<file path="src/rtl/tbpc_pkg.sv">
// Package for the two-button press/hold classifier.
// Holds the widths, codes and status struct shared by all files of the block.
// Depends on nothing.
package tbpc_pkg;

    // Widths of the fixed fields.
    localparam int THRESHOLD_WIDTH = 16;
    localparam int GESTURE_WIDTH   = 3;
    localparam int IGNORE_WIDTH    = 2;

    // Default width of the per-button hold counters.
    localparam int COUNT_WIDTH_DEFAULT = 16;

    // Hold threshold after reset.
    localparam logic [THRESHOLD_WIDTH-1:0] THRESHOLD_RESET = 16'd20;

    // Item operation codes.
    localparam logic OP_SAMPLE = 1'b0;
    localparam logic OP_WAKE   = 1'b1;

    // Gesture codes.
    localparam logic [GESTURE_WIDTH-1:0] GESTURE_NONE       = 3'd0;
    localparam logic [GESTURE_WIDTH-1:0] GESTURE_TOP_TAP    = 3'd1;
    localparam logic [GESTURE_WIDTH-1:0] GESTURE_BOTTOM_TAP = 3'd2;
    localparam logic [GESTURE_WIDTH-1:0] GESTURE_TOP_HOLD   = 3'd3;
    localparam logic [GESTURE_WIDTH-1:0] GESTURE_BOTTOM_HOLD = 3'd4;
    localparam logic [GESTURE_WIDTH-1:0] GESTURE_BOTH_HOLD  = 3'd5;

    // Number of releases still to be swallowed.
    localparam logic [IGNORE_WIDTH-1:0] IGNORE_NONE = 2'd0;
    localparam logic [IGNORE_WIDTH-1:0] IGNORE_ONE  = 2'd1;
    localparam logic [IGNORE_WIDTH-1:0] IGNORE_TWO  = 2'd2;

    // Status of one button, as seen by the gesture logic.
    typedef struct packed {
        logic active;    // counter non-zero before this item
        logic released;  // button let go on this sample
        logic held;      // updated counter above the threshold
        logic is_zero;   // updated counter is zero
    } btn_status_t;

endpackage

</file>
<file path="src/rtl/tbpc_ifs.sv">
// Valid/ready channel interfaces of the two-button press/hold classifier.
// One carries button sample and wake items, the other gesture results.
// Depends on tbpc_pkg.
interface tbpc_in_if;
    logic valid;
    logic ready;
    logic op;
    logic top_pressed;
    logic bottom_pressed;

    modport source (output valid, output op, output top_pressed,
                    output bottom_pressed, input ready);
    modport sink (input valid, input op, input top_pressed,
                  input bottom_pressed, output ready);
endinterface

interface tbpc_out_if;
    logic                               valid;
    logic                               ready;
    logic [tbpc_pkg::GESTURE_WIDTH-1:0] gesture;

    modport source (output valid, output gesture, input ready);
    modport sink (input valid, input gesture, output ready);
endinterface

</file>
<file path="src/rtl/tbpc_hold_counter.sv">
// Saturating hold counter of one button with release and hold detection.
// Updated once per accepted sample item.
// Depends on tbpc_pkg.
module tbpc_hold_counter #(
    parameter int COUNT_WIDTH = tbpc_pkg::COUNT_WIDTH_DEFAULT
) (
    input  logic                                 clk,
    input  logic                                 rst_n,
    input  logic                                 sample_en,
    input  logic                                 pressed,
    input  logic [tbpc_pkg::THRESHOLD_WIDTH-1:0] threshold,
    output tbpc_pkg::btn_status_t                status
);

    localparam int CMP_WIDTH = (COUNT_WIDTH > tbpc_pkg::THRESHOLD_WIDTH) ?
                               COUNT_WIDTH : tbpc_pkg::THRESHOLD_WIDTH;
    localparam logic [COUNT_WIDTH-1:0] COUNT_MAX = {COUNT_WIDTH{1'b1}};

    logic [COUNT_WIDTH-1:0] count_reg;
    logic [COUNT_WIDTH-1:0] count_next;

    // Count up while pressed, saturating; clear on release.
    always_comb
    begin
        if (pressed)
        begin
            if (count_reg != COUNT_MAX)
            begin
                count_next = count_reg + COUNT_WIDTH'(1);
            end
            else
            begin
                count_next = count_reg;
            end
        end
        else
        begin
            count_next = '0;
        end
    end

    // Held and is_zero reflect the counter after this sample is applied; active and released the counter before it.
    always_comb
    begin
        status.active   = (count_reg != '0);
        status.released = !pressed && (count_reg != '0);
        status.held     = CMP_WIDTH'(count_next) > CMP_WIDTH'(threshold);
        status.is_zero  = (count_next == '0);
    end

    always_ff @(posedge clk or negedge rst_n)
    begin
        if (!rst_n)
        begin
            count_reg <= '0;
        end
        else if (sample_en)
        begin
            count_reg <= count_next;
        end
    end

endmodule

</file>
<file path="src/rtl/tbpc_gesture_unit.sv">
// Gesture code and release-ignore state of the classifier.
// Applies one sample or wake item per enabled cycle.
// Depends on tbpc_pkg.
module tbpc_gesture_unit (
    input  logic                               clk,
    input  logic                               rst_n,
    input  logic                               item_en,
    input  logic                               op,
    input  tbpc_pkg::btn_status_t              top_status,
    input  tbpc_pkg::btn_status_t              bottom_status,
    output logic [tbpc_pkg::GESTURE_WIDTH-1:0] gesture_next
);

    logic [tbpc_pkg::GESTURE_WIDTH-1:0] gesture_code_reg;
    logic [tbpc_pkg::IGNORE_WIDTH-1:0]  ignore_reg;
    logic [tbpc_pkg::IGNORE_WIDTH-1:0]  ignore_next;

    // Classify the item; the first matching rule wins.
    always_comb
    begin
        gesture_next = gesture_code_reg;
        ignore_next  = ignore_reg;
        if (op == tbpc_pkg::OP_SAMPLE)
        begin
            priority if (top_status.held && bottom_status.held)
            begin
                gesture_next = tbpc_pkg::GESTURE_BOTH_HOLD;
                ignore_next  = tbpc_pkg::IGNORE_TWO;
            end
            else if (bottom_status.held && top_status.is_zero)
            begin
                if (ignore_reg == tbpc_pkg::IGNORE_TWO)
                begin
                    gesture_next = tbpc_pkg::GESTURE_BOTH_HOLD;
                end
                else
                begin
                    gesture_next = tbpc_pkg::GESTURE_BOTTOM_HOLD;
                    ignore_next  = tbpc_pkg::IGNORE_ONE;
                end
            end
            else if (top_status.held && bottom_status.is_zero)
            begin
                if (ignore_reg == tbpc_pkg::IGNORE_TWO)
                begin
                    gesture_next = tbpc_pkg::GESTURE_BOTH_HOLD;
                end
                else
                begin
                    gesture_next = tbpc_pkg::GESTURE_TOP_HOLD;
                    ignore_next  = tbpc_pkg::IGNORE_ONE;
                end
            end
            else if (bottom_status.released)
            begin
                if (ignore_reg == tbpc_pkg::IGNORE_NONE)
                begin
                    gesture_next = tbpc_pkg::GESTURE_BOTTOM_TAP;
                end
                else
                begin
                    gesture_next = tbpc_pkg::GESTURE_NONE;
                    ignore_next  = tbpc_pkg::IGNORE_NONE;
                end
            end
            else if (top_status.released)
            begin
                if (ignore_reg == tbpc_pkg::IGNORE_NONE)
                begin
                    gesture_next = tbpc_pkg::GESTURE_TOP_TAP;
                end
                else
                begin
                    gesture_next = tbpc_pkg::GESTURE_NONE;
                    ignore_next  = tbpc_pkg::IGNORE_NONE;
                end
            end
            else
            begin
                gesture_next = gesture_code_reg;
            end
        end
        else
        begin
            // Wake: re-arm the ignore count from the buttons still down.
            // With only the bottom button down nothing changes.
            priority if (top_status.active && bottom_status.active)
            begin
                gesture_next = tbpc_pkg::GESTURE_NONE;
                ignore_next  = tbpc_pkg::IGNORE_TWO;
            end
            else if (top_status.active)
            begin
                gesture_next = tbpc_pkg::GESTURE_NONE;
                ignore_next  = tbpc_pkg::IGNORE_ONE;
            end
            else if (!bottom_status.active)
            begin
                gesture_next = tbpc_pkg::GESTURE_NONE;
                ignore_next  = tbpc_pkg::IGNORE_NONE;
            end
            else
            begin
                gesture_next = gesture_code_reg;
            end
        end
    end

    always_ff @(posedge clk or negedge rst_n)
    begin
        if (!rst_n)
        begin
            gesture_code_reg <= tbpc_pkg::GESTURE_NONE;
            ignore_reg       <= tbpc_pkg::IGNORE_NONE;
        end
        else if (item_en)
        begin
            gesture_code_reg <= gesture_next;
            ignore_reg       <= ignore_next;
        end
    end

endmodule

</file>
<file path="src/rtl/two_button_press_hold_classifier_unit.sv">
// Two-button press/hold classifier. Each item is a sample of the two buttons
// or a wake event, and each item gives exactly one result: the gesture code
// after the item (0 none, 1/2 top/bottom tap, 3/4 top/bottom hold, 5 both
// held). The block takes one item per clock cycle while the result channel
// does not stall. An item passes the input register and then the result
// register before its result shows. The hold counters and gesture state
// close their loop combinationally, which is what allows an item in every
// cycle. The hold threshold is written through cfg_we/cfg_wdata by the user
// only while no item is in flight; the block itself does not enforce this.
// Depends on tbpc_pkg, tbpc_ifs, tbpc_hold_counter and tbpc_gesture_unit.
module two_button_press_hold_classifier_unit #(
    parameter int COUNT_WIDTH = tbpc_pkg::COUNT_WIDTH_DEFAULT
) (
    input  logic                                 clk,
    input  logic                                 rst_n,
    tbpc_in_if.sink                              sample_ch,
    tbpc_out_if.source                           result_ch,
    input  logic                                 cfg_we,
    input  logic [tbpc_pkg::THRESHOLD_WIDTH-1:0] cfg_wdata
);

    logic [tbpc_pkg::THRESHOLD_WIDTH-1:0] hold_threshold_reg;

    logic stage_valid_reg;
    logic stage_op_reg;
    logic stage_top_reg;
    logic stage_bottom_reg;

    logic                               out_valid_reg;
    logic [tbpc_pkg::GESTURE_WIDTH-1:0] out_gesture_reg;

    logic                               advance;
    logic                               fire;
    logic                               sample_fire;
    logic                               accept;
    logic [tbpc_pkg::GESTURE_WIDTH-1:0] gesture_next;

    tbpc_pkg::btn_status_t top_status;
    tbpc_pkg::btn_status_t bottom_status;

    // Handshake: the staged item moves on when the result register is empty or its result is being taken.
    assign advance         = !out_valid_reg || result_ch.ready;
    assign fire            = stage_valid_reg && advance;
    assign sample_fire     = fire && (stage_op_reg == tbpc_pkg::OP_SAMPLE);
    assign sample_ch.ready = !stage_valid_reg || advance;
    assign accept          = sample_ch.valid && sample_ch.ready;

    assign result_ch.valid   = out_valid_reg;
    assign result_ch.gesture = out_gesture_reg;

    // Configuration register.
    always_ff @(posedge clk or negedge rst_n)
    begin
        if (!rst_n)
        begin
            hold_threshold_reg <= tbpc_pkg::THRESHOLD_RESET;
        end
        else if (cfg_we)
        begin
            hold_threshold_reg <= cfg_wdata;
        end
    end

    // Input register.
    always_ff @(posedge clk or negedge rst_n)
    begin
        if (!rst_n)
        begin
            stage_valid_reg <= 1'b0;
        end
        else if (accept)
        begin
            stage_valid_reg <= 1'b1;
        end
        else if (fire)
        begin
            stage_valid_reg <= 1'b0;
        end
    end

    always_ff @(posedge clk)
    begin
        if (accept)
        begin
            stage_op_reg     <= sample_ch.op;
            stage_top_reg    <= sample_ch.top_pressed;
            stage_bottom_reg <= sample_ch.bottom_pressed;
        end
    end

    // Per-button hold counters.
    tbpc_hold_counter #(
        .COUNT_WIDTH (COUNT_WIDTH)
    ) u_top_counter (
        .clk       (clk),
        .rst_n     (rst_n),
        .sample_en (sample_fire),
        .pressed   (stage_top_reg),
        .threshold (hold_threshold_reg),
        .status    (top_status)
    );

    tbpc_hold_counter #(
        .COUNT_WIDTH (COUNT_WIDTH)
    ) u_bottom_counter (
        .clk       (clk),
        .rst_n     (rst_n),
        .sample_en (sample_fire),
        .pressed   (stage_bottom_reg),
        .threshold (hold_threshold_reg),
        .status    (bottom_status)
    );

    // Gesture classification state.
    tbpc_gesture_unit u_gesture (
        .clk           (clk),
        .rst_n         (rst_n),
        .item_en       (fire),
        .op            (stage_op_reg),
        .top_status    (top_status),
        .bottom_status (bottom_status),
        .gesture_next  (gesture_next)
    );

    // Result register.
    always_ff @(posedge clk or negedge rst_n)
    begin
        if (!rst_n)
        begin
            out_valid_reg <= 1'b0;
        end
        else if (fire)
        begin
            out_valid_reg <= 1'b1;
        end
        else if (result_ch.ready)
        begin
            out_valid_reg <= 1'b0;
        end
    end

    always_ff @(posedge clk)
    begin
        if (fire)
        begin
            out_gesture_reg <= gesture_next;
        end
    end

endmodule

</file>
<file path="src/flat_wrapper.sv">
// flat-port wrapper written by rule: the top's interface ports become plain ports
module two_button_press_hold_classifier_unit_flat 
#(
    parameter int COUNT_WIDTH = tbpc_pkg::COUNT_WIDTH_DEFAULT
)
  (clk, rst_n, cfg_we, cfg_wdata, sample_ch_valid, sample_ch_op, sample_ch_top_pressed, sample_ch_bottom_pressed, sample_ch_ready, result_ch_valid, result_ch_gesture, result_ch_ready);
  tbpc_in_if sample_ch_i ();
  tbpc_out_if result_ch_i ();
  input  logic clk;
  input  logic rst_n;
  input  logic cfg_we;
  input  logic [tbpc_pkg::THRESHOLD_WIDTH-1:0] cfg_wdata;
  input wire logic [$bits(sample_ch_i.valid)-1:0] sample_ch_valid;
  input wire logic [$bits(sample_ch_i.op)-1:0] sample_ch_op;
  input wire logic [$bits(sample_ch_i.top_pressed)-1:0] sample_ch_top_pressed;
  input wire logic [$bits(sample_ch_i.bottom_pressed)-1:0] sample_ch_bottom_pressed;
  output wire logic [$bits(sample_ch_i.ready)-1:0] sample_ch_ready;
  output wire logic [$bits(result_ch_i.valid)-1:0] result_ch_valid;
  output wire logic [$bits(result_ch_i.gesture)-1:0] result_ch_gesture;
  input wire logic [$bits(result_ch_i.ready)-1:0] result_ch_ready;
  assign sample_ch_i.valid = sample_ch_valid;
  assign sample_ch_i.op = sample_ch_op;
  assign sample_ch_i.top_pressed = sample_ch_top_pressed;
  assign sample_ch_i.bottom_pressed = sample_ch_bottom_pressed;
  assign sample_ch_ready = sample_ch_i.ready;
  assign result_ch_valid = result_ch_i.valid;
  assign result_ch_gesture = result_ch_i.gesture;
  assign result_ch_i.ready = result_ch_ready;
  two_button_press_hold_classifier_unit #(.COUNT_WIDTH(COUNT_WIDTH)) u_core (.clk(clk), .rst_n(rst_n), .sample_ch(sample_ch_i), .result_ch(result_ch_i), .cfg_we(cfg_we), .cfg_wdata(cfg_wdata));
endmodule
</file>
<file path="config.mk">
export PLATFORM = sky130hd
export DESIGN_NAME = two_button_press_hold_classifier_unit_flat
export DESIGN_NICKNAME = d
export VERILOG_FILES = /design/src/rtl/tbpc_pkg.sv /design/src/rtl/tbpc_ifs.sv /design/src/rtl/tbpc_hold_counter.sv /design/src/rtl/tbpc_gesture_unit.sv /design/src/rtl/two_button_press_hold_classifier_unit.sv /design/src/flat_wrapper.sv
export SDC_FILE = /design/constraint.sdc
export NUM_CORES = 1
export LEC_CHECK = 0
export BUFFER_PORTS_ARGS = -buffer_cell sky130_fd_sc_hd__buf_2
export CAP_MARGIN = 40
export CORE_ASPECT_RATIO = 0.75
export CORE_MARGIN = 5
export CORE_UTILIZATION = 45
export DETAILED_ROUTE_END_ITERATION = 12
export SLEW_MARGIN = 20
export SYNTH_ARGS = -nofsm -noshare
export SYNTH_HDL_FRONTEND = slang
export SYNTH_SLANG_ARGS = --single-unit
</file>
<file path="constraint.sdc">
create_clock -name clk -period 4.52 [get_ports clk]
set_input_delay 0.226 -clock clk [delete_from_list [all_inputs] [get_ports clk]]
set_output_delay 0.226 -clock clk [all_outputs]
set_load 0.02 [all_outputs]
</file>
# ---- Word-level counts from Yosys, hierarchy flattened
# Index checks and enable logic that the tools add are counted.
dict set report op_classes {
  addsub 2
  bitwise_logic 1
  reduce_logical 24
  order_cmp 2
  muxes 32
  eq_ne 4
}
# op count
set ops {}
lappend ops {{2-to-1 mux 16 bit} 4}
lappend ops {{adder 16 x 1 -> 16 bit, second input constant} 2}
lappend ops {{greater-than comparator 16 bit} 2}
lappend ops {{zero test 16 bit} 2}
lappend ops {{!= test 16 bit, second input constant} 2}
lappend ops {{nonzero test 16 bit} 2}
lappend ops {{2-to-1 mux 3 bit} 10}
lappend ops {{2-to-1 mux 2 bit} 12}
lappend ops {{logical AND 1 bit} 9}
lappend ops {{2-to-1 mux 1 bit} 6}
lappend ops {{nonzero test 6 bit} 1}
lappend ops {{zero test 1 bit} 4}
lappend ops {{!= test 4 bit, second input constant} 1}
lappend ops {{nonzero test 2 bit} 2}
lappend ops {{AND reduction 3 bit} 1}
lappend ops {{== test 2 bit, second input constant} 1}
lappend ops {{zero test 2 bit} 1}
lappend ops {{logical OR 1 bit} 2}
lappend ops {{inverter 1 bit} 1}
dict set report totals {
  out_inout_bits 5
  inputBits 24
  register_bits 61
  elab_cells 76
}

# ---- Longest topological paths before layout
# Gate-level depths: netlist of the first run.
dict set report logic_depth {
  ltp_word 9
  mapped_depth 17
  depth_no_buf 16
}

# ---- Modules after synthesis
# From an unflattened synthesis of the first run, not the netlist that was laid out.
dict set report unflattened {
  hier_cells 498
  hier_area_um2 4773.3
}
# mod seq_area_each_um2 cells_each area_each_um2 instances
set by_module_without_submodules {}
lappend by_module_without_submodules {{tbpc_hold_counter at u_core.u_bottom_counter} 400.4 206 1765.4 1}
lappend by_module_without_submodules {{tbpc_hold_counter at u_core.u_top_counter} 400.4 192 1640.3 1}
lappend by_module_without_submodules {two_button_press_hold_classifier_unit 633.1 50 929.6 1}
lappend by_module_without_submodules {tbpc_gesture_unit 125.1 50 437.9 1}

# ---- Worst setup path after synthesis of the first run
# Ideal clock, no wire load.
dict set report synth_path {
  path_kind {register to register}
  start {register u_core.u_bottom_counter.count_reg[1]}
  end {register u_core.u_gesture.ignore_reg[0] in the netlist's numbering}
  period_less_slack_ns 4.256
  t_required_ns 4.392
  setup_time_ns 0.128
  path_buffers 0
  slack_ns 0.264
  stages_incl_launch_ff 16
  arrival_time_ns 4.129
  path_cell_list {dfrtp_1 > ha_1 > and4_4 > nand4_2 > mux2_4 > and2_1 > ha_1 > nand4_1 > or4_1 > a21o_1 > and3_1 > or4_1 > a211oi_4 > nor4_2 > a21oi_2 > mux2_1}
}
dict set report synth_via {
  elab_chain_cells 9
  word_cells_on_any_way 21
  cone_classes {add/sub (1); order compare (1); eq/ne (2); mux (8); reduce/logical (9)}
}
# item line_no
set synth_lines {}
lappend synth_lines {{from (decl)} tbpc_hold_counter.sv:19} ;# logic [COUNT_WIDTH-1:0] count_reg;
lappend synth_lines {{from (signal assigned)} tbpc_hold_counter.sv:59} ;# count_reg <= count_next;
lappend synth_lines {{adder 16 x 1 -> 16 bit or != test 16 bit (tied branches)} {tbpc_hold_counter.sv:29, tbpc_hold_counter.sv:27}}
lappend synth_lines {{2-to-1 mux 16 bit (*)} tbpc_hold_counter.sv:27} ;# if (count_reg != COUNT_MAX)
lappend synth_lines {{2-to-1 mux 16 bit (*)} tbpc_hold_counter.sv:25} ;# if (pressed)
lappend synth_lines {{net u_core.u_bottom_counter.count_next[12]} tbpc_hold_counter.sv:20} ;# logic [COUNT_WIDTH-1:0] count_next;
lappend synth_lines {{parallel branches: the longest is 6 deep, another holds greater-than comparator 16 bit} --}
lappend synth_lines {{to (signal assigned)} tbpc_gesture_unit.sv:114} ;# ignore_reg <= tbpc_pkg::IGNORE_NONE;
lappend synth_lines {{to (signal assigned)} tbpc_gesture_unit.sv:119} ;# ignore_reg <= ignore_next;
lappend synth_lines {{to (decl)} tbpc_gesture_unit.sv:15} ;# logic [tbpc_pkg::IGNORE_WIDTH-1:0] ignore_reg;
# Mark *: on every way through the listed nets, which the timed path passes.
# A chain may end at the register's enable or synchronous reset.

# ---- Final worst setup path of the first run
# Ends and elaborated chain as after synthesis.

==> impl_metrics.xml, run 1 <==
<?xml version="1.0" encoding="UTF-8"?>
<metrics>
  <group name="critical_path">
    <metric name="critical_path.max_fanout" unit="">8</metric>
    <metric name="endpoint_of_the_lowest_slack_register_to_register_path" unit="">u_core.u_gesture.ignore_reg[0]</metric>
    <metric name="r2r_slack" unit="ns">0.19</metric>
    <metric name="worst_setup_path_end_kind" unit="">flop</metric>
    <metric name="worst-setup-path-type" unit="">flop to flop</metric>
    <metric name="startpoint" unit="">u_core.u_bottom_counter.count_reg[1]</metric>
    <metric name="critical_path.endpoint" unit="">u_core.u_gesture.ignore_reg[0]</metric>
    <metric name="timing.critical_path.arrival" unit="ns">4.55</metric>
    <metric name="crit_required" unit="ns">4.73</metric>
    <metric name="reg_to_reg_critical_path_startpoint" unit="">u_core.u_bottom_counter.count_reg[1]</metric>
    <metric name="cp-start-kind" unit="">flop</metric>
    <metric name="r2r.worst_path.cells" unit="">16</metric>
  </group>
  <group name="cts">
    <metric name="cts.clk_slew.worst_paths" unit="ns">0.06</metric>
    <metric name="clock_tree_from_tritoncts" unit="">built</metric>
    <metric name="cts_root_buffer" unit="">clkbuf_16</metric>
    <metric name="htreeDepth" unit="">3</metric>
    <metric name="cts-buffers-inserted" unit="">9</metric>
    <metric name="cts.sink_count" unit="">61</metric>
    <metric name="cts_buffer_depth" unit="">2</metric>
    <metric name="clock_latency" unit="ns">0.34</metric>
  </group>
  <group name="routing">
    <metric name="drt_first_iter_violations" unit="">363</metric>
    <metric name="wl" unit="um">12800</metric>
    <metric name="drt-wirelength-per-cell" unit="um">17.6</metric>
    <metric name="vias" unit="">4357</metric>
    <metric name="ant_nets" unit="">0</metric>
    <metric name="drt-vias-per-instance" unit="">5.98</metric>
    <metric name="drt_drc_violations_left" unit="">0</metric>
    <metric name="dr.pass1.iters" unit="">5</metric>
  </group>
  <group name="sta">
    <metric name="rsz0062_at_grt" unit="">false</metric>
    <metric name="timing.final.crit_share" unit="%">95.9</metric>
    <metric name="slew-limit-headroom" unit="%">52.2</metric>
    <metric name="finalSetupViolCount" unit="">0</metric>
    <metric name="worst_slew_pin_slew" unit="ns">0.716</metric>
    <metric name="period_needed" unit="ns">4.33</metric>
    <metric name="fin_hold_ws" unit="ns">0.0621</metric>
    <metric name="timing_hold_violations_final" unit="">0</metric>
    <metric name="slew_violations" unit="">0</metric>
    <metric name="achievable-frequency" unit="GHz">0.231</metric>
    <metric name="fin_worst_skew" unit="ns">0.0113</metric>
    <metric name="postLayoutSetupSlackWorst" unit="ns">0.187</metric>
    <metric name="setup_total_negative_slack" unit="ns">0</metric>
  </group>
  <group name="grt">
    <metric name="grt_antenna_before_repair" unit="">0</metric>
    <metric name="grtUsageTotal" unit="%">21.0</metric>
    <metric name="wire_length_of_the_first_global_routing_pass" unit="um">20900</metric>
    <metric name="globalRoute.totalOverflow" unit="">0</metric>
    <metric name="grt_max_degree" unit="">56</metric>
    <metric name="vias_in_the_first_global_route" unit="">4031</metric>
  </group>
  <group name="synth">
    <metric name="synth_edf_count" unit="">6</metric>
    <metric name="ys.flop_type" unit="">dfrtp_1</metric>
    <metric name="syn_nets" unit="">613</metric>
    <metric name="synthesis.area_per_instance" unit="um2">8.45</metric>
    <metric name="postSynthRegisterBits" unit="">61</metric>
    <metric name="synthesized_instance_count" unit="">553</metric>
    <metric name="synth.cell_area" unit="um2">4670</metric>
    <metric name="synth.yosys.warnings" unit="">0</metric>
    <metric name="yosysUniqueCellTypes" unit="">70</metric>
    <metric name="synth_seq_area_share" unit="%">33.4</metric>
    <metric name="async_reset_ff_share" unit="%">90.2</metric>
  </group>
  <group name="floorplan">
    <metric name="core_region_area" unit="um2">10200</metric>
    <metric name="core.rowCount" unit="">32</metric>
    <metric name="die_area" unit="um2">12500</metric>
    <metric name="floorplan.die.height" unit="um">98.3</metric>
    <metric name="die_w" unit="um">128</metric>
    <metric name="start_util" unit="%">45.8</metric>
    <metric name="top_ports" unit="">29</metric>
  </group>
  <group name="place">
    <metric name="replace_congestion" unit="">1.01</metric>
    <metric name="hpwl" unit="um">9720</metric>
    <metric name="dp_slack" unit="ns">0.0613</metric>
    <metric name="buffer_ports.inserted" unit="">28</metric>
  </group>
  <group name="cells_and_area">
    <metric name="drive_above_1_share" unit="%">18.7</metric>
    <metric name="mostFrequentLayoutCell" unit="">nand2_1</metric>
    <metric name="commonest_cells_after_routing_fill_and_taps_aside" unit="">nand2_1 (103), dfrtp_1 (51), o21ai_0 (39), ha_1 (35), inv_1 (34)</metric>
    <metric name="antenna_cells_inserted" unit="">0</metric>
    <metric name="finalNetCount" unit="">648</metric>
    <metric name="syn_to_final_growth" unit="%">14.3</metric>
  </group>
  <group name="run_status">
    <metric name="outcome" unit="">complete, no violations</metric>
  </group>
  <group name="power">
    <metric name="power_switching" unit="uW">528</metric>
    <metric name="internal_power" unit="mW">1.13</metric>
    <metric name="clkPwrFrac" unit="%">38.1</metric>
    <metric name="sw_frac_of_total" unit="%">31.9</metric>
    <metric name="share_seq_of_total_power" unit="%">39.1</metric>
    <metric name="static-leakage-power" unit="nW">2.45</metric>
    <metric name="powerDensity" unit="nW/um2">310</metric>
    <metric name="ir_drop" unit="mV">0.312</metric>
    <metric name="power.share.combinational" unit="%">22.7</metric>
  </group>
  <group name="job">
    <metric name="max-cap-violations" unit="">0</metric>
  </group>
  <group name="hold_path">
    <metric name="worst_hold_path_type" unit="">primary input to flop</metric>
  </group>
</metrics>
kinds of logic (layout without fill, tap and decap cells):
kind of cell / Yosys count / after routing / share of synthesized area [%]
compound gates: 123 / 123 / 17.0
xor+xnor: 8 / 8 / 1.50
fa+ha+maj: 36 / 36 / 9.64
buf+inv: 65 / 105 / 7.12
flops: 61 / 61 / 33.4
mux: 15 / 15 / 3.56
simple gates: 245 / 245 / 27.8
worst min-delay path by stage:
stage / start / end / slack, ns / cells after the start
after floorplan: rst_n / u_core.hold_threshold_reg[0] / -0.07 / 0
after global placement: sample_ch_bottom_pressed / u_core.stage_bottom_reg / 0.41 / 1
after detailed placement: sample_ch_top_pressed / u_core.stage_top_reg / 0.41 / 1
after CTS: sample_ch_top_pressed / u_core.stage_top_reg / 0.05 / 1
after global routing: sample_ch_top_pressed / u_core.stage_top_reg / 0.06 / 1
final: sample_ch_top_pressed / u_core.stage_top_reg / 0.06 / 1
stage by stage:
stage	instances	utilization, %	power (mW)	cell area, um2
after CTS	726	51.3	1.66	5240
after global routing	729	52.3	1.75	5340
after floorplan	553	-	0.909	4670
after detailed placement	710	48.6	1.02	4960
after global placement	710	48.6	1.01	4960
final	729	52.3	1.66	5340
worst max-delay path: stages, from the launching register on:
cell      delay, ns
dfrtp_1        0.41
ha_2           0.25
and4_4         0.23
nand4_2        0.11
nor2_1         0.08
o31ai_1        0.45
inv_1          0.10
ha_1           0.29
nand2_1        0.06
or4_4          0.49
a21o_1         0.19
and3_1         0.18
or4_4          0.49
a211oi_4       0.31
nor4_4         0.10
a21oi_2        0.18
mux2_4         0.31
final cells by class:
class,count,area (um2)
flip-flops and latches,61,1560
well taps,136,170
multi-input cells,427,2840
fillers,962,4870
clock inverters,7,50.0
repair buffers,55,369
clock buffers,9,225
inverters,34,128
Yosys cell counts (7+ instances only):
master / n / area [um2]
nand2_1: 103 / 387
buf_2: 7 / 35.0
and4_1: 8 / 70.1
ha_1: 36 / 450
and2_1: 8 / 50.1
a21oi_1: 23 / 115
a211oi_1: 7 / 52.6
o21ai_0: 40 / 200
mux2_2: 7 / 78.8
nand3_1: 18 / 90.1
nor4_1: 9 / 56.3
buf_6: 7 / 78.8
nor3_1: 9 / 45.0
nor2_1: 29 / 109
clkbuf_1: 12 / 45.0
a31oi_1: 7 / 43.8
dfrtp_1: 53 / 1330
nand4_1: 17 / 106
inv_1: 34 / 128
power groups by stage:
stage / combinational (mW) / sequential [mW] / clock, mW
2_1_floorplan: 0.260 / 0.649 / 0
3_3_place_gp: 0.355 / 0.655 / 0
3_5_place_dp: 0.362 / 0.656 / 0
4_1_cts: 0.365 / 0.647 / 0.647
5_1_grt: 0.419 / 0.657 / 0.670
6_report: 0.376 / 0.648 / 0.632
layer usage:
metal  global-route usage, %  wire length (um)  vias to the layer above
met5                       0                 0                        -
met4                    5.14               174                        0
met1                    32.3              6310                     2052
met2                    28.5              5180                      211
met3                    6.01              1180                       18
li1                        -                 -                     2076
repair_timing:
action | in CTS | in global routing
endpoints found under the setup margin | 0 | 8
setup buffers | 0 | 1
resized for setup | 0 | 15
hold buffers | 0 | 1
hold endpoints to repair | 0 | 15
Power figures use the tool's default switching activity.
==> inputs of run 2 (changes only) <==
Settings changed: CORE_ASPECT_RATIO 0.75 to unset, CORE_UTILIZATION 45 to 40.
==> run 2 against run 1 <==
Net effect: sequential power about the same; critical endpoint unchanged; critical path depth down 1; non-clock buffer count up 6; utilization down 4.7 points; highest routed layer unchanged; worst hold slack worse by 0.024 ns; cell area up 1.8%; flip-flop and latch count unchanged; clock-buffer cell count up 3; cell count up 1.8%; clock skew down 0.0036 ns.
==> impl_metrics.xml, run 2 (same netlist as run 1, synthesis figures left out) <==
<?xml version="1.0" encoding="UTF-8"?>
<metrics>
  <group name="run_status">
    <metric name="outcome" unit="">complete, no violations</metric>
  </group>
  <group name="grt">
    <metric name="vias_in_the_first_global_route" unit="">4165</metric>
    <metric name="grtUsageTotal" unit="%">18.6</metric>
    <metric name="wire_length_of_the_first_global_routing_pass" unit="um">21100</metric>
    <metric name="grt_max_degree" unit="">56</metric>
    <metric name="grt_antenna_before_repair" unit="">0</metric>
    <metric name="globalRoute.totalOverflow" unit="">0</metric>
  </group>
  <group name="sta">
    <metric name="setup_total_negative_slack" unit="ns">0</metric>
    <metric name="period_needed" unit="ns">4.42</metric>
    <metric name="timing.final.crit_share" unit="%">97.9</metric>
    <metric name="fin_hold_ws" unit="ns">0.0377</metric>
    <metric name="timing_hold_violations_final" unit="">0</metric>
    <metric name="achievable-frequency" unit="GHz">0.226</metric>
    <metric name="slew-limit-headroom" unit="%">43.1</metric>
    <metric name="slew_violations" unit="">0</metric>
    <metric name="worst_slew_pin_slew" unit="ns">0.853</metric>
    <metric name="fin_worst_skew" unit="ns">0.00779</metric>
    <metric name="finalSetupViolCount" unit="">0</metric>
  </group>
  <group name="cts">
    <metric name="clock_tree_from_tritoncts" unit="">built</metric>
    <metric name="cts.sink_count" unit="">61</metric>
    <metric name="cts.clk_slew.worst_paths" unit="ns">0.06</metric>
    <metric name="htreeDepth" unit="">3</metric>
    <metric name="clock_latency" unit="ns">0.34</metric>
    <metric name="cts-buffers-inserted" unit="">9</metric>
    <metric name="cts_hold_repair.buffers" unit="">0</metric>
    <metric name="cts_buffer_depth" unit="">2</metric>
    <metric name="cts_root_buffer" unit="">clkbuf_16</metric>
  </group>
  <group name="critical_path">
    <metric name="critical_path_buf_inv_count" unit="">0</metric>
    <metric name="cp-start-kind" unit="">flop</metric>
    <metric name="crit_required" unit="ns">4.74</metric>
    <metric name="critical_path.top_delay_family" unit="">simple AND/OR/NAND/NOR gates</metric>
    <metric name="worst_setup_path_end_kind" unit="">flop</metric>
    <metric name="critPathSlowestCell" unit="">or4_4</metric>
    <metric name="cpPeakStageDelay" unit="ns">0.57</metric>
    <metric name="worst-setup-path-type" unit="">flop to flop</metric>
    <metric name="timing.critical_path.arrival" unit="ns">4.64</metric>
    <metric name="cp_cell_sequence" unit="">nand4_1 &gt; nor2_2 &gt; nand3_1 &gt; or4_1 &gt; and3_1 &gt; ha_1 &gt; nand4_1 &gt; or4_4 &gt; a21o_1 &gt; and3_1 &gt; or4_4 &gt; a211oi_4 &gt; nor4_2 &gt; a21oi_2 &gt; mux2_1</metric>
    <metric name="critical_path.max_fanout" unit="">4</metric>
  </group>
  <group name="floorplan">
    <metric name="die_area" unit="um2">13900</metric>
    <metric name="core.rowCount" unit="">39</metric>
    <metric name="die_w" unit="um">118</metric>
    <metric name="floorplan.die.height" unit="um">118</metric>
    <metric name="top_ports" unit="">29</metric>
    <metric name="start_util" unit="%">40.9</metric>
    <metric name="core_region_area" unit="um2">11400</metric>
  </group>
  <group name="hold_path">
    <metric name="worst_hold_path_type" unit="">primary input to asynchronous set/reset pin</metric>
  </group>
  <group name="routing">
    <metric name="ant_nets" unit="">0</metric>
    <metric name="drt-wirelength-per-cell" unit="um">17.3</metric>
    <metric name="drt-vias-per-instance" unit="">5.79</metric>
    <metric name="dr.pass1.iters" unit="">5</metric>
    <metric name="wl" unit="um">12800</metric>
    <metric name="drt_first_iter_violations" unit="">282</metric>
    <metric name="vias" unit="">4295</metric>
    <metric name="drt_drc_violations_left" unit="">0</metric>
  </group>
  <group name="cells_and_area">
    <metric name="commonest_cells_after_routing_fill_and_taps_aside" unit="">nand2_1 (103), dfrtp_1 (53), o21ai_0 (40), ha_1 (35), inv_1 (34)</metric>
    <metric name="finish.cell_count_without_fillers" unit="">742</metric>
    <metric name="drive_above_1_share" unit="%">18.5</metric>
    <metric name="syn_to_final_growth" unit="%">16.4</metric>
    <metric name="antenna_cells_inserted" unit="">0</metric>
    <metric name="finalNetCount" unit="">654</metric>
    <metric name="mostFrequentLayoutCell" unit="">nand2_1</metric>
    <metric name="finish.utilization" unit="%">47.6</metric>
    <metric name="fill_cell_total_of_the_finished_layout" unit="">1122</metric>
  </group>
  <group name="power">
    <metric name="finalPower" unit="mW">1.84</metric>
    <metric name="ir_drop" unit="mV">0.153</metric>
    <metric name="powerDensity" unit="nW/um2">339</metric>
    <metric name="static-leakage-power" unit="nW">2.51</metric>
  </group>
  <group name="place">
    <metric name="replace_congestion" unit="">0.950</metric>
    <metric name="buffer_ports.inserted" unit="">28</metric>
    <metric name="place_inst" unit="">725</metric>
    <metric name="hpwl" unit="um">9570</metric>
  </group>
  <group name="job">
    <metric name="max-cap-violations" unit="">0</metric>
  </group>
</metrics>
-- run 2: cell count changes in the layout (fill, tap and decap cells not counted), moves of 2 or more --
cell	previous run	this run
buf_4	24	32
bufinv_16	0	3
clkinvlp_4	3	0
a211oi_1	5	7
a211oi_2	2	0
clkbuf_8	0	2
dfrtp_1	51	53
dfrtp_2	2	0
nor4_2	2	4
nor4_4	3	1
-- run 2: stage by stage --
| stage | area [um2] | setup WS, ns |
|---|---|---|
| 2_1_floorplan | 4670 | 0.264 |
| 3_3_place_gp | 5020 | 0.208 |
| 3_5_place_dp | 5050 | 0.112 |
| 4_1_cts | 5400 | 0.0831 |
| 5_1_grt | 5440 | -0.0455 |
| 6_report | 5440 | 0.0955 |
-- run 2: metal layers --
layer,up-vias,GRT usage (%),routed length (um)
li1,2082,-,-
met1,2046,25.3,5860
met2,129,28.7,5910
met3,38,3.56,619
met4,0,7.89,438
met5,-,0,0
-- run 2: final timing paths --
check / from / to / slack [ns] / cells after the start
setup reg to reg: u_core.u_bottom_counter.count_reg[0] / u_core.u_gesture.ignore_reg[0] / 0.1 / 15
setup / recovery: u_core.u_bottom_counter.count_reg[0] / u_core.u_gesture.ignore_reg[0] / 0.1 / 15
max in group asynchronous: rst_n / u_core.u_bottom_counter.count_reg[4] / 4.01 / 2
hold / removal: rst_n / u_core.u_top_counter.count_reg[6] / 0.04 / 2
hold reg to reg: u_core.stage_valid_reg / u_core.result_ch.valid / 0.49 / 1
min in group clk: sample_ch_top_pressed / u_core.stage_top_reg / 0.07 / 1
-- run 2: final cells by class --
class	instances	area (um2)	share of cell area, %
Clock buffer	12	256	4.72
Clock inverter	4	95.1	1.75
Inverter	34	128	2.35
Multi-Input combinational cell	427	2810	51.7
Sequential cell	61	1560	28.7
Tap cell	143	179	3.29
Timing Repair Buffer	61	408	7.50
-- run 2: worst register-to-register path: cells and delay by family (launching register included) --
kind	cells	cell delay, ns
AO/OA/AOI/OAI	3	0.58
adder cells (fa/ha/maj)	1	0.30
flip-flops	1	0.42
multiplexers	1	0.34
AND/OR/NAND/NOR	10	2.67
-- run 2: timing repair --
item,4_1_cts,5_1_grt
setup endpoints to repair,0,5
resized for setup,0,6
setup buffers,0,1
-- run 2: where the power goes --
group          switching (mW)  internal [mW]
sequential             0.0424          0.606
combinational           0.223          0.151
clock                   0.252          0.568
total                   0.516           1.32
